==> src/sv/glr_pkg.sv <==
// ----------------------------------------------------------------------------
// glr_pkg
// shared constants and types of the gradient line rasterizer
// ----------------------------------------------------------------------------
`default_nettype none

package glr_pkg;

   localparam int COORD_WIDTH_DEF = 13;
   localparam int CHAN_W          = 8;
   localparam int NUM_CHAN        = 4;
   localparam int COLOR_W         = CHAN_W * NUM_CHAN;
   localparam int NUM_LANES       = 2 + NUM_CHAN;

   localparam logic OP_LOAD    = 1'b0;
   localparam logic OP_ADVANCE = 1'b1;

   typedef struct packed {
      logic load;
      logic step;
   } div_ctl_type;

endpackage

`default_nettype wire

==> src/sv/glr_div_lane.sv <==
// ----------------------------------------------------------------------------
// glr_div_lane
// bit-serial restoring divider lane, one quotient bit per cycle
// ----------------------------------------------------------------------------
`default_nettype none

module glr_div_lane
   import glr_pkg::*;
#(
   parameter int W = COORD_WIDTH_DEF
) (
   input  wire logic          clock,
   input  wire div_ctl_type   ctl,
   input  wire logic [W-1:0]   divisor,
   input  wire logic [2*W-1:0] dividend,
   output logic [W-1:0]        quotient,
   output logic                rem_nz
);

   logic [W-1:0] rem_ff, rem_in;
   logic [W-1:0] dvd_ff, dvd_in;
   logic [W-1:0] quo_ff, quo_in;
   logic [W:0]   trial;
   logic [W:0]   trial_sub;
   logic         ge;

   assign trial     = {rem_ff, dvd_ff[W-1]};
   assign trial_sub = trial - {1'b0, divisor};
   assign ge        = (trial >= {1'b0, divisor});

   always_comb begin
      rem_in = rem_ff;
      dvd_in = dvd_ff;
      quo_in = quo_ff;
      if (ctl.load) begin
         rem_in = dividend[2*W-1:W];
         dvd_in = dividend[W-1:0];
         quo_in = '0;
      end else if (ctl.step) begin
         rem_in = ge ? trial_sub[W-1:0] : trial[W-1:0];
         dvd_in = {dvd_ff[W-2:0], 1'b0};
         quo_in = {quo_ff[W-2:0], ge};
      end
   end

   always_ff @(posedge clock) begin
      rem_ff <= rem_in;
      dvd_ff <= dvd_in;
      quo_ff <= quo_in;
   end

   assign quotient = quo_ff;
   assign rem_nz   = |rem_ff;

endmodule

`default_nettype wire

==> src/sv/gradient_line_rasterizer.sv <==
// ----------------------------------------------------------------------------
// gradient_line_rasterizer
// dda line rasterizer with per-channel color gradient, exact integer math
// ----------------------------------------------------------------------------
//  channel | direction | ports                                   | moves
//  req     | in        | req_valid, req_stall, req_op, endpoints | load or advance item
//  rsp     | out       | rsp_valid, rsp_stall, rsp_pixel_*       | one pixel item
//
//  an advance item passes ST_PREP, ST_DIV and ST_OUT, and a load first passes ST_MUL
//  for the start times step count multiply; the bit-serial dividers run in ST_DIV,
//  six lanes in parallel, one quotient bit per cycle each
//  an advance while idle is taken and gives no item
//  reset clears the sequencer and the busy flag; the line state is loaded by a load item
//  req_stall is high from acceptance until the pixel item is taken
// ----------------------------------------------------------------------------
`default_nettype none

module gradient_line_rasterizer
   import glr_pkg::*;
#(
   parameter int COORD_WIDTH = COORD_WIDTH_DEF
) (
   input  wire logic                          clock,
   input  wire logic                          reset,
   input  wire logic                          req_valid,
   output logic                               req_stall,
   input  wire logic                          req_op,
   input  wire logic signed [COORD_WIDTH-1:0] req_x_start,
   input  wire logic signed [COORD_WIDTH-1:0] req_y_start,
   input  wire logic signed [COORD_WIDTH-1:0] req_x_end,
   input  wire logic signed [COORD_WIDTH-1:0] req_y_end,
   input  wire logic [COLOR_W-1:0]            req_color_start,
   input  wire logic [COLOR_W-1:0]            req_color_end,
   output logic                               rsp_valid,
   input  wire logic                          rsp_stall,
   output logic signed [COORD_WIDTH-1:0]      rsp_pixel_x,
   output logic signed [COORD_WIDTH-1:0]      rsp_pixel_y,
   output logic [COLOR_W-1:0]                 rsp_pixel_color,
   output logic                               rsp_last_pixel
);

   localparam int W     = COORD_WIDTH;
   localparam int DW    = 2 * W;
   localparam int NUM_W = 2 * W + 1;
   localparam int ACC_W = W + CHAN_W + 1;
   localparam int CNT_W = $clog2(W);

   localparam logic [2:0] ST_WAIT = 3'd0;
   localparam logic [2:0] ST_MUL  = 3'd1;
   localparam logic [2:0] ST_PREP = 3'd2;
   localparam logic [2:0] ST_DIV  = 3'd3;
   localparam logic [2:0] ST_OUT  = 3'd4;

   logic [2:0]              state_ff, state_in;
   logic                    busy_ff, busy_in;
   logic [CNT_W-1:0]        cnt_ff, cnt_in;
   logic signed [W-1:0]     origin_x_ff, origin_x_in;
   logic signed [W-1:0]     origin_y_ff, origin_y_in;
   logic signed [W:0]       delta_x_ff, delta_x_in;
   logic signed [W:0]       delta_y_ff, delta_y_in;
   logic [W-1:0]            steps_ff, steps_in;
   logic [W-1:0]            index_ff, index_in;
   logic [COLOR_W-1:0]      first_color_ff, first_color_in;
   logic signed [NUM_W-1:0] nx_ff, nx_in;
   logic signed [NUM_W-1:0] ny_ff, ny_in;
   logic signed [CHAN_W:0]  cdiff_ff [NUM_CHAN];
   logic signed [CHAN_W:0]  cdiff_in [NUM_CHAN];
   logic signed [ACC_W-1:0] macc_ff [NUM_CHAN];
   logic signed [ACC_W-1:0] macc_in [NUM_CHAN];

   logic                    req_take;
   logic                    rsp_take;
   logic signed [W:0]       load_dx;
   logic signed [W:0]       load_dy;
   logic [W:0]              adx_full;
   logic [W:0]              ady_full;
   logic signed [NUM_W-1:0] prod_x;
   logic signed [NUM_W-1:0] prod_y;
   logic [NUM_W-1:0]        mag_x;
   logic [NUM_W-1:0]        mag_y;
   logic [ACC_W-1:0]        mag_c [NUM_CHAN];
   logic                    last;

   div_ctl_type             div_ctl;
   logic [DW-1:0]           lane_dvd [NUM_LANES];
   logic [W-1:0]            lane_quo [NUM_LANES];
   logic                    lane_rnz [NUM_LANES];

   logic [W-1:0]            qx, qy;
   logic [CHAN_W:0]         c_adj [NUM_CHAN];
   logic [CHAN_W:0]         c_sum [NUM_CHAN];
   logic [COLOR_W-1:0]      blend_color;

   assign req_stall = (state_ff != ST_WAIT);
   assign rsp_valid = (state_ff == ST_OUT);
   assign req_take  = req_valid && !req_stall;
   assign rsp_take  = rsp_valid && !rsp_stall;
   assign last      = (index_ff == steps_ff);

   // load-time geometry
   assign load_dx  = {req_x_end[W-1], req_x_end} - {req_x_start[W-1], req_x_start};
   assign load_dy  = {req_y_end[W-1], req_y_end} - {req_y_start[W-1], req_y_start};
   assign adx_full = load_dx[W] ? (~load_dx + 1'b1) : load_dx;
   assign ady_full = load_dy[W] ? (~load_dy + 1'b1) : load_dy;

   assign prod_x = origin_x_ff * $signed({1'b0, steps_ff});
   assign prod_y = origin_y_ff * $signed({1'b0, steps_ff});

   // dividend magnitudes
   assign mag_x = nx_ff[NUM_W-1] ? (~nx_ff + 1'b1) : nx_ff;
   assign mag_y = ny_ff[NUM_W-1] ? (~ny_ff + 1'b1) : ny_ff;

   always_comb begin
      lane_dvd[0] = mag_x[DW-1:0];
      lane_dvd[1] = mag_y[DW-1:0];
      for (int c = 0; c < NUM_CHAN; c++) begin
         mag_c[c]      = macc_ff[c][ACC_W-1] ? (~macc_ff[c] + 1'b1) : macc_ff[c];
         lane_dvd[2+c] = DW'(mag_c[c]);
      end
   end

   assign div_ctl.load = (state_ff == ST_PREP);
   assign div_ctl.step = (state_ff == ST_DIV);

   for (genvar g = 0; g < NUM_LANES; g++) begin : g_lane
      glr_div_lane #(
         .W(W)
      ) u_lane (
         .clock   (clock),
         .ctl     (div_ctl),
         .divisor (steps_ff),
         .dividend(lane_dvd[g]),
         .quotient(lane_quo[g]),
         .rem_nz  (lane_rnz[g])
      );
   end

   // result assembly
   assign qx = lane_quo[0];
   assign qy = lane_quo[1];

   always_comb begin
      for (int c = 0; c < NUM_CHAN; c++) begin
         c_adj[c] = {1'b0, lane_quo[2+c][CHAN_W-1:0]} + {{CHAN_W{1'b0}}, lane_rnz[2+c]};
         if (macc_ff[c][ACC_W-1]) begin
            c_sum[c] = {1'b0, first_color_ff[c*CHAN_W +: CHAN_W]} - c_adj[c];
         end else begin
            c_sum[c] = {1'b0, first_color_ff[c*CHAN_W +: CHAN_W]}
                       + {1'b0, lane_quo[2+c][CHAN_W-1:0]};
         end
         blend_color[c*CHAN_W +: CHAN_W] = c_sum[c][CHAN_W-1:0];
      end
   end

   always_comb begin
      if (steps_ff == '0) begin
         rsp_pixel_x     = origin_x_ff;
         rsp_pixel_y     = origin_y_ff;
         rsp_pixel_color = first_color_ff;
      end else begin
         rsp_pixel_x     = nx_ff[NUM_W-1] ? $signed(~qx + 1'b1) : $signed(qx);
         rsp_pixel_y     = ny_ff[NUM_W-1] ? $signed(~qy + 1'b1) : $signed(qy);
         rsp_pixel_color = blend_color;
      end
      rsp_last_pixel = last;
   end

   // sequencer and line state
   always_comb begin
      state_in       = state_ff;
      busy_in        = busy_ff;
      cnt_in         = cnt_ff;
      origin_x_in    = origin_x_ff;
      origin_y_in    = origin_y_ff;
      delta_x_in     = delta_x_ff;
      delta_y_in     = delta_y_ff;
      steps_in       = steps_ff;
      index_in       = index_ff;
      first_color_in = first_color_ff;
      nx_in          = nx_ff;
      ny_in          = ny_ff;
      for (int c = 0; c < NUM_CHAN; c++) begin
         cdiff_in[c] = cdiff_ff[c];
         macc_in[c]  = macc_ff[c];
      end

      case (state_ff)
         ST_WAIT: begin
            if (req_take) begin
               if (req_op == OP_LOAD) begin
                  origin_x_in    = req_x_start;
                  origin_y_in    = req_y_start;
                  delta_x_in     = load_dx;
                  delta_y_in     = load_dy;
                  steps_in       = (adx_full > ady_full) ? adx_full[W-1:0] : ady_full[W-1:0];
                  index_in       = '0;
                  first_color_in = req_color_start;
                  busy_in        = 1'b1;
                  for (int c = 0; c < NUM_CHAN; c++) begin
                     cdiff_in[c] = $signed({1'b0, req_color_end[c*CHAN_W +: CHAN_W]})
                                   - $signed({1'b0, req_color_start[c*CHAN_W +: CHAN_W]});
                     macc_in[c]  = '0;
                  end
                  state_in = ST_MUL;
               end else if (req_op == OP_ADVANCE && busy_ff) begin
                  state_in = ST_PREP;
               end
            end
         end
         ST_MUL: begin
            nx_in    = prod_x;
            ny_in    = prod_y;
            state_in = ST_PREP;
         end
         ST_PREP: begin
            cnt_in   = CNT_W'(W - 1);
            state_in = ST_DIV;
         end
         ST_DIV: begin
            cnt_in = cnt_ff - 1'b1;
            if (cnt_ff == '0) begin
               state_in = ST_OUT;
            end
         end
         ST_OUT: begin
            if (rsp_take) begin
               if (last) begin
                  busy_in = 1'b0;
               end else begin
                  index_in = index_ff + 1'b1;
                  nx_in    = nx_ff + NUM_W'(delta_x_ff);
                  ny_in    = ny_ff + NUM_W'(delta_y_ff);
                  for (int c = 0; c < NUM_CHAN; c++) begin
                     macc_in[c] = macc_ff[c] + ACC_W'(cdiff_ff[c]);
                  end
               end
               state_in = ST_WAIT;
            end
         end
         default: begin
            state_in = ST_WAIT;
         end
      endcase
   end

   always_ff @(posedge clock) begin
      if (reset) begin
         state_ff <= ST_WAIT;
         busy_ff  <= 1'b0;
      end else begin
         state_ff <= state_in;
         busy_ff  <= busy_in;
      end
   end

   always_ff @(posedge clock) begin
      cnt_ff         <= cnt_in;
      origin_x_ff    <= origin_x_in;
      origin_y_ff    <= origin_y_in;
      delta_x_ff     <= delta_x_in;
      delta_y_ff     <= delta_y_in;
      steps_ff       <= steps_in;
      index_ff       <= index_in;
      first_color_ff <= first_color_in;
      nx_ff          <= nx_in;
      ny_ff          <= ny_in;
      for (int c = 0; c < NUM_CHAN; c++) begin
         cdiff_ff[c] <= cdiff_in[c];
         macc_ff[c]  <= macc_in[c];
      end
   end

endmodule

`default_nettype wire
==> config.mk <==
export PLATFORM = sky130hd
export DESIGN_NAME = gradient_line_rasterizer
export DESIGN_NICKNAME = d
export VERILOG_FILES = /design/src/sv/glr_pkg.sv /design/src/sv/glr_div_lane.sv /design/src/sv/gradient_line_rasterizer.sv
export SDC_FILE = /design/constraint.sdc
export NUM_CORES = 2
export LEC_CHECK = 0
export BUFFER_PORTS_ARGS = -buffer_cell sky130_fd_sc_hd__buf_2
export CAP_MARGIN = 10
export CORE_AREA = 2 2 383 385
export DETAILED_ROUTE_END_ITERATION = 16
export DIE_AREA = 0 0 385 387
export GPL_ROUTABILITY_DRIVEN = 0
export SLEW_MARGIN = 20
export SYNTH_ARGS = -nofsm -noshare
export SYNTH_HDL_FRONTEND = slang
export SYNTH_SLANG_ARGS = --single-unit
==> constraint.sdc <==
create_clock -name clock -period 14.7 [get_ports clock]
set_clock_uncertainty 0.2 [all_clocks]
set_input_delay 1.47 -clock clock [delete_from_list [all_inputs] [get_ports clock]]
set_output_delay 1.47 -clock clock [all_outputs]
set_load 0.01 [all_outputs]
; ---- After elaboration in Yosys (flattened, before gate mapping)
; Memories as Yosys holds them, arrays and structs flattened.
; Cells that the tools add are included.
[op_classes]
addsub = 42
mul = 2
order_cmp = 7
eq_ne = 12
n_mux = 79
bitwise_logic = 11
n_reduce_logical = 21
[op_table]
columns = operator, n
row1 = $mux W13, 31
row2 = $mux W88, 4
row3 = $pmux W88 S2, 1
row4 = $mux W27, 4
row5 = $mux W36, 3
row6 = $pmux W27 S2, 2
row7 = $add A22 B1 Y22 const B, 4
row8 = $add A22 B9 Y22, 4
row9 = $mux W22, 4
row10 = $not A22 Y22, 4
row11 = $ge A14 B13 Y1, 6
row12 = $sub A13 B13 Y13, 6
row13 = $mux W9, 8
row14 = $add A27 B14 Y27, 2
row15 = $mul A13 B14 Y27, 2
row16 = $add A26 B1 Y26 const B, 2
row17 = $mux W26, 2
row18 = $not A26 Y26, 2
row19 = $reduce_or A13 Y1, 4
row20 = $add A13 B1 Y13 const B, 3
row21 = $sub A8 B8 Y9, 4
row22 = $add A8 B1 Y8, 4
row23 = $add A8 B8 Y8, 4
row24 = $mux W32, 1
row25 = other kinds (33), 63
[totals]
ff_bits = 388
ram_bits = 124
in_bits = 121
elab_cells = 210
n_memories = 2
[memory_table]
columns = memory, depth, width, read_ports, rd_ports_with_merged_regs, write_ports, line_no
row1 = macc_ff, 4, 22, 4, 0, 4, gradient_line_rasterizer.sv:68  ; logic signed [ACC_W-1:0] macc_ff [NUM_CHAN];
row2 = cdiff_ff, 4, 9, 4, 0, 4, gradient_line_rasterizer.sv:66  ; logic signed [CHAN_W:0] cdiff_ff [NUM_CHAN];

; ---- Depth between registers and ports, before layout
[depth]
ltp_word = 6
mapped_depth = 25
ltp_nobuf = 23

; ---- Modules after synthesis
; From an unflattened synthesis, not the netlist that was laid out.
[unflattened]
cells_unflattened = 5586
hier_area_um2 = 52452.8
[by_module_without_submodules]
columns = mod, instances, cells_per_inst, area_per_inst_um2, seq_area_each_um2
row1 = gradient_line_rasterizer, 1, 4236, 38260.4, 8908.5
row2 = glr_div_lane (g_lane[3].u_lane ...), 3, 225, 2366.0, 1041.0
row3 = glr_div_lane (g_lane[0].u_lane ...), 3, 225, 2364.8, 1041.0

; ---- Worst setup path after synthesis
; No wires, ideal clock.
[synth_timing]
path_kind = input to register
from = input rsp_stall
to = memory macc_ff[0][0] in the netlist's numbering (enable)
setup_time_ps = 656
arrival_ps = 7978
slack_ps = 5866
cell_stages = 4
path_buffers = 0
cell_sequence = nand2b_1 -> o21ai_0 -> nand2_1 -> o21ai_0
[synth_lines]
columns = element, line_no
row1 = start: declaration, gradient_line_rasterizer.sv:35  ; input wire logic rsp_stall,
row2 = end: declaration, gradient_line_rasterizer.sv:68

; ---- Worst setup path in the final report
[layout_timing]
from = register steps_ff[2]
to = register ny_ff[26] (data pin)
[layout_between]
elab_chain_len = 2
[layout_lines]
columns = element, line_no
row1 = start: declaration, gradient_line_rasterizer.sv:61  ; logic [W-1:0] steps_ff, steps_in;
row2 = start signal: assignment, gradient_line_rasterizer.sv:262  ; steps_ff <= steps_in;
row3 = $mul A13 B14 Y27, gradient_line_rasterizer.sv:107  ; assign prod_y = origin_y_ff * $signed({1'b0, steps_ff});
row4 = $pmux W27 S2, gradient_line_rasterizer.sv:187  ; case (state_ff)
row5 = net ny_in[26], gradient_line_rasterizer.sv:65  ; logic signed [NUM_W-1:0] ny_ff, ny_in;
row6 = end signal: assignment, gradient_line_rasterizer.sv:266  ; ny_ff <= ny_in;
row7 = end: declaration, gradient_line_rasterizer.sv:65
; The timed path passes the listed nets, and every way through them passes these cells.
; A chain may end at the register's enable or synchronous reset.

==> results_dict.tcl <==
set metrics [dict create \
    status "finished clean" \
    first_pass_iters 5 \
    wl_per_cell_um 17.70 \
    fin_nets 6535 \
    rows 140 \
    cellLeakagePower_nw 24.27 \
    end_kind "flop" \
    p_switching_mw 5.500 \
    hold_class "reg -> reg" \
    io_pins 182 \
    synth-edff-count 434 \
    rrSetupSlack_ns 7.90 \
    drive_gt1_share_pct 6.865 \
    p_int_mw 6.716 \
    clk_latency_ns 0.67 \
    grt_max_degree 167 \
    timing.rr.end "ny_ff[26]$_DFFE_PP_" \
    dp_hpwl_um 98950 \
    route.vias.total 39110 \
    max-slew-margin-rel_pct 29.85 \
    reg2reg_from "steps_ff[2]$_DFFE_PP_" \
    synth_top_area_share_pct 25.90 \
    cp.arrival_ns 6.99 \
    ys_warn_count 0 \
    routed_wl_um 133500 \
    grt_use_total_pct 17.94 \
    routed_via_density 5.185 \
    ant_nets 0 \
    initial_utilization_pct 34.74 \
    postSynthAreaPerCell_sq_um 9.185 \
    rsz0062_at_grt "false" \
    synth_xor_area_share_pct 8.615 \
    p_per_area_nw_per_um2 220.1 \
    combinationalPowerShare_pct 67.3 \
    fin_setup_tns_ns 0 \
    antenna_found_initial 13 \
    yosysTopAreaCell "edfxtp_1" \
    vdd_drop_max_uv 307.6 \
    post-place-cells 7422 \
    swShare_pct 45.02 \
    syn_to_final_growth_pct 10.28 \
    cts.reportedPaths.clkPinSlew_ns 0.07 \
    yosysSeqAreaShare_pct 29.00 \
    cp-start-kind "flop" \
    cts.path.max_buffers 3 \
    cts.sinks 512 \
    dieArea_sq_um 149000 \
    slew_viol_final 0 \
    whs_ns 0.2509 \
    fin_crit_ns 6.802 \
    final-hold-violation-count 0 \
    critical_path_required_ns 14.89 \
    ys_ff_latch 512 \
    syn-num-nets 6440 \
    yosys.area_share.simple_pct 15.45 \
    grt_overflow_total 0 \
    die_x_um 385 \
    grt_pass1_vias 39170 \
    ys.flop_type "edfxtp_1" \
    dieHeight_um 387 \
    synthMuxAreaShare_pct 2.213 \
    design.core.area_sq_um 144900 \
    ys_top_cells_by_area "edfxtp_1 26%, ha_1 14%, fa_1 11%" \
    worstSetupStartpoint "steps_ff[2]$_DFFE_PP_" \
    instances_no_fill 7543 \
    fin_crit_sh_pct 46.27 \
    seq_power_share_pct 18.9 \
    drv_cap 0 \
    cts-root-buf "clkbuf_16" \
    grt_pass1_wl_um 214200 \
    criticalPathCategory "reg -> reg" \
    cts_tree "yes" \
    max_freq_mhz 147.0 \
    drt-initial-drc-count 2520 \
    worstMarginPinSlew_ns 1.052 \
    endpoint "ny_ff[26]$_DFFE_PP_" \
    r2r_cells 21 \
    cts_setup_buffers 0 \
    cts_resized 0 \
    drc_errors 0 \
    yosys.cell_types.count 79 \
    post_synth_fa_ha_maj_area_fraction_pct 24.94 \
    report.power.total_mw 12.22 \
    netlist_instances 5479 \
    setup_viol 0 \
    ctsHoldBuffers 0 \
    synth_area_sq_um 50330 \
    synth_compound_area_share_pct 14.27 \
    async_reset_ff_share_pct 0 \
    cts_buffers 67 \
    cp_max_fo 15 \
    portBuffers 181 \
    power.clock.fraction_pct 13.8 \
    htreeDepth 3 \
    synth_top_family_by_area "adder cells" \
]
## registers in the layout, summed over array words and instances (netlist names)
signal                  count
ny_ff                      27
g_lane.u_lane.rem_ff       78
g_lane.u_lane.dvd_ff       78
busy_ff                     1
macc_ff                    88
cdiff_ff                   36
index_ff                   13
g_lane.u_lane.quotient     58
origin_y_ff                13
state_ff                    3
origin_x_ff                13
cnt_ff                      4
delta_x_ff                 14
delta_y_ff                 14
first_color_ff             32
steps_ff                   13
nx_ff                      27
## power by group through the flow
stage	clock [mW]	combinational (mW)	sequential, mW
after CTS	1.74	8.22	2.31
after detailed placement	0	8.13	2.33
final	1.69	8.22	2.31
after floorplan	0	6.35	2.26
after global placement	0	8.03	2.33
after global routing	1.78	9.38	2.33
## worst min path at each step
stage	startpoint	to	slack (ns)	depth (start not counted)
2_1_floorplan	g_lane[1].u_lane.quotient[12]$_SDFFE_PP0P_	g_lane[1].u_lane.quotient[12]$_SDFFE_PP0P_	0.23	2
3_3_place_gp	g_lane[0].u_lane.quotient[12]$_SDFFE_PP0P_	g_lane[0].u_lane.quotient[12]$_SDFFE_PP0P_	0.24	2
3_5_place_dp	g_lane[1].u_lane.quotient[12]$_SDFFE_PP0P_	g_lane[1].u_lane.quotient[12]$_SDFFE_PP0P_	0.24	2
4_1_cts	g_lane[1].u_lane.quotient[12]$_SDFFE_PP0P_	g_lane[1].u_lane.quotient[12]$_SDFFE_PP0P_	0.25	2
5_1_grt	g_lane[0].u_lane.quotient[12]$_SDFFE_PP0P_	g_lane[0].u_lane.quotient[12]$_SDFFE_PP0P_	0.28	2
6_report	g_lane[1].u_lane.quotient[12]$_SDFFE_PP0P_	g_lane[1].u_lane.quotient[12]$_SDFFE_PP0P_	0.25	2
## layer usage
metal,global-route usage (%),share of wire [%],vias to the layer above
met5,0,0.013,-
met4,5.739,2.8,4
met3,2.225,5.0,205
met2,28.56,45,863
met1,25.17,47,18840
li1,-,-,19200
## synth_stat cells, types with 18 or more instances
cell,n
o21a_1,44
ha_1,568
buf_1,25
mux2i_1,100
a21oi_1,295
o211ai_1,27
nand4_1,29
a21o_1,104
inv_1,545
a31oi_1,39
edfxtp_1,434
o21ai_0,359
nand2b_1,60
or4_1,26
dfxtp_1,78
nand2_1,595
o41ai_1,18
xor2_1,233
clkbuf_1,162
nor2_1,338
nor4_1,24
xnor2_1,262
nor3_1,83
o31ai_1,56
and2_1,161
nand3_1,114
or3_1,31
fa_1,272
a211oi_1,50
o21bai_1,49
and3_1,40
nor2b_1,80
## final cells by class
class	instances	area, sq um
fillers	14480	89370
flip-flops and latches	512	14600
repair buffers	218	1196
multi-input cells	4230	33020
clock buffers	82	1815
diodes	3	7.507
well taps	1917	2399
clock inverters	36	407.9
inverters	545	2058
## critical path, stage by stage, from the launching register on
cell	delay, ns
edfxtp_1	0.78
buf_4	0.36
nand2_1	0.11
fa_1	0.56
inv_1	0.04
ha_1	0.29
inv_1	0.06
fa_1	0.53
inv_1	0.06
fa_1	0.53
fa_1	0.52
ha_1	0.31
ha_1	0.20
or3_1	0.41
nor2_1	0.09
o21ai_0	0.16
a311oi_1	0.51
o211ai_1	0.19
a31o_2	0.26
a21oi_1	0.17
xnor2_1	0.13
mux2i_1	0.09
## stage by stage
stage               setup slack [ns]  utilization (%)  instance area (sq um)
floorplan                      5.866                -                  50330
global route                   7.529            38.31                  55490
detailed placement             7.889            36.76                  53250
CTS                            7.889            38.30                  55480
global placement               7.936            36.76                  53250
finish                         7.898            38.31                  55500
## layout by cell type (no fill, tap or decap), types with 15 or more instances in the layout
cell,netlist,routed
or3_1,31,31
and2_1,161,161
clkbuf_16,0,69
nor3_1,83,83
o31ai_1,56,56
nor2b_1,80,80
or4_1,26,26
a21boi_0,15,15
buf_2,3,181
a21oi_1,295,295
a21o_1,104,104
a211oi_1,50,50
o211ai_1,27,27
o21a_1,44,44
edfxtp_1,434,434
mux2i_1,100,100
inv_1,545,543
nand2_1,595,593
ha_1,568,568
nand3_1,114,114
and3_1,40,40
a31oi_1,39,39
nand2b_1,60,59
o21ai_0,359,357
xor2_1,233,233
o41ai_1,18,18
nor4_1,24,23
fa_1,272,272
nor2_1,338,336
nand4_1,29,29
o21bai_1,49,49
xnor2_1,262,262
dfxtp_1,78,77
buf_4,2,36
## cells by family after synthesis
| kind of cell | after synthesis |
|---|---|
| xor gates and xnor gates | 495 |
| buffers and inverters | 737 |
| adders and majority gates | 840 |
| and+or+nand+nor | 1632 |
| muxes | 110 |
| DFF | 512 |
| AOI/OAI and AO/OA | 1153 |
Note: power is estimated with default switching activity, not from simulation.
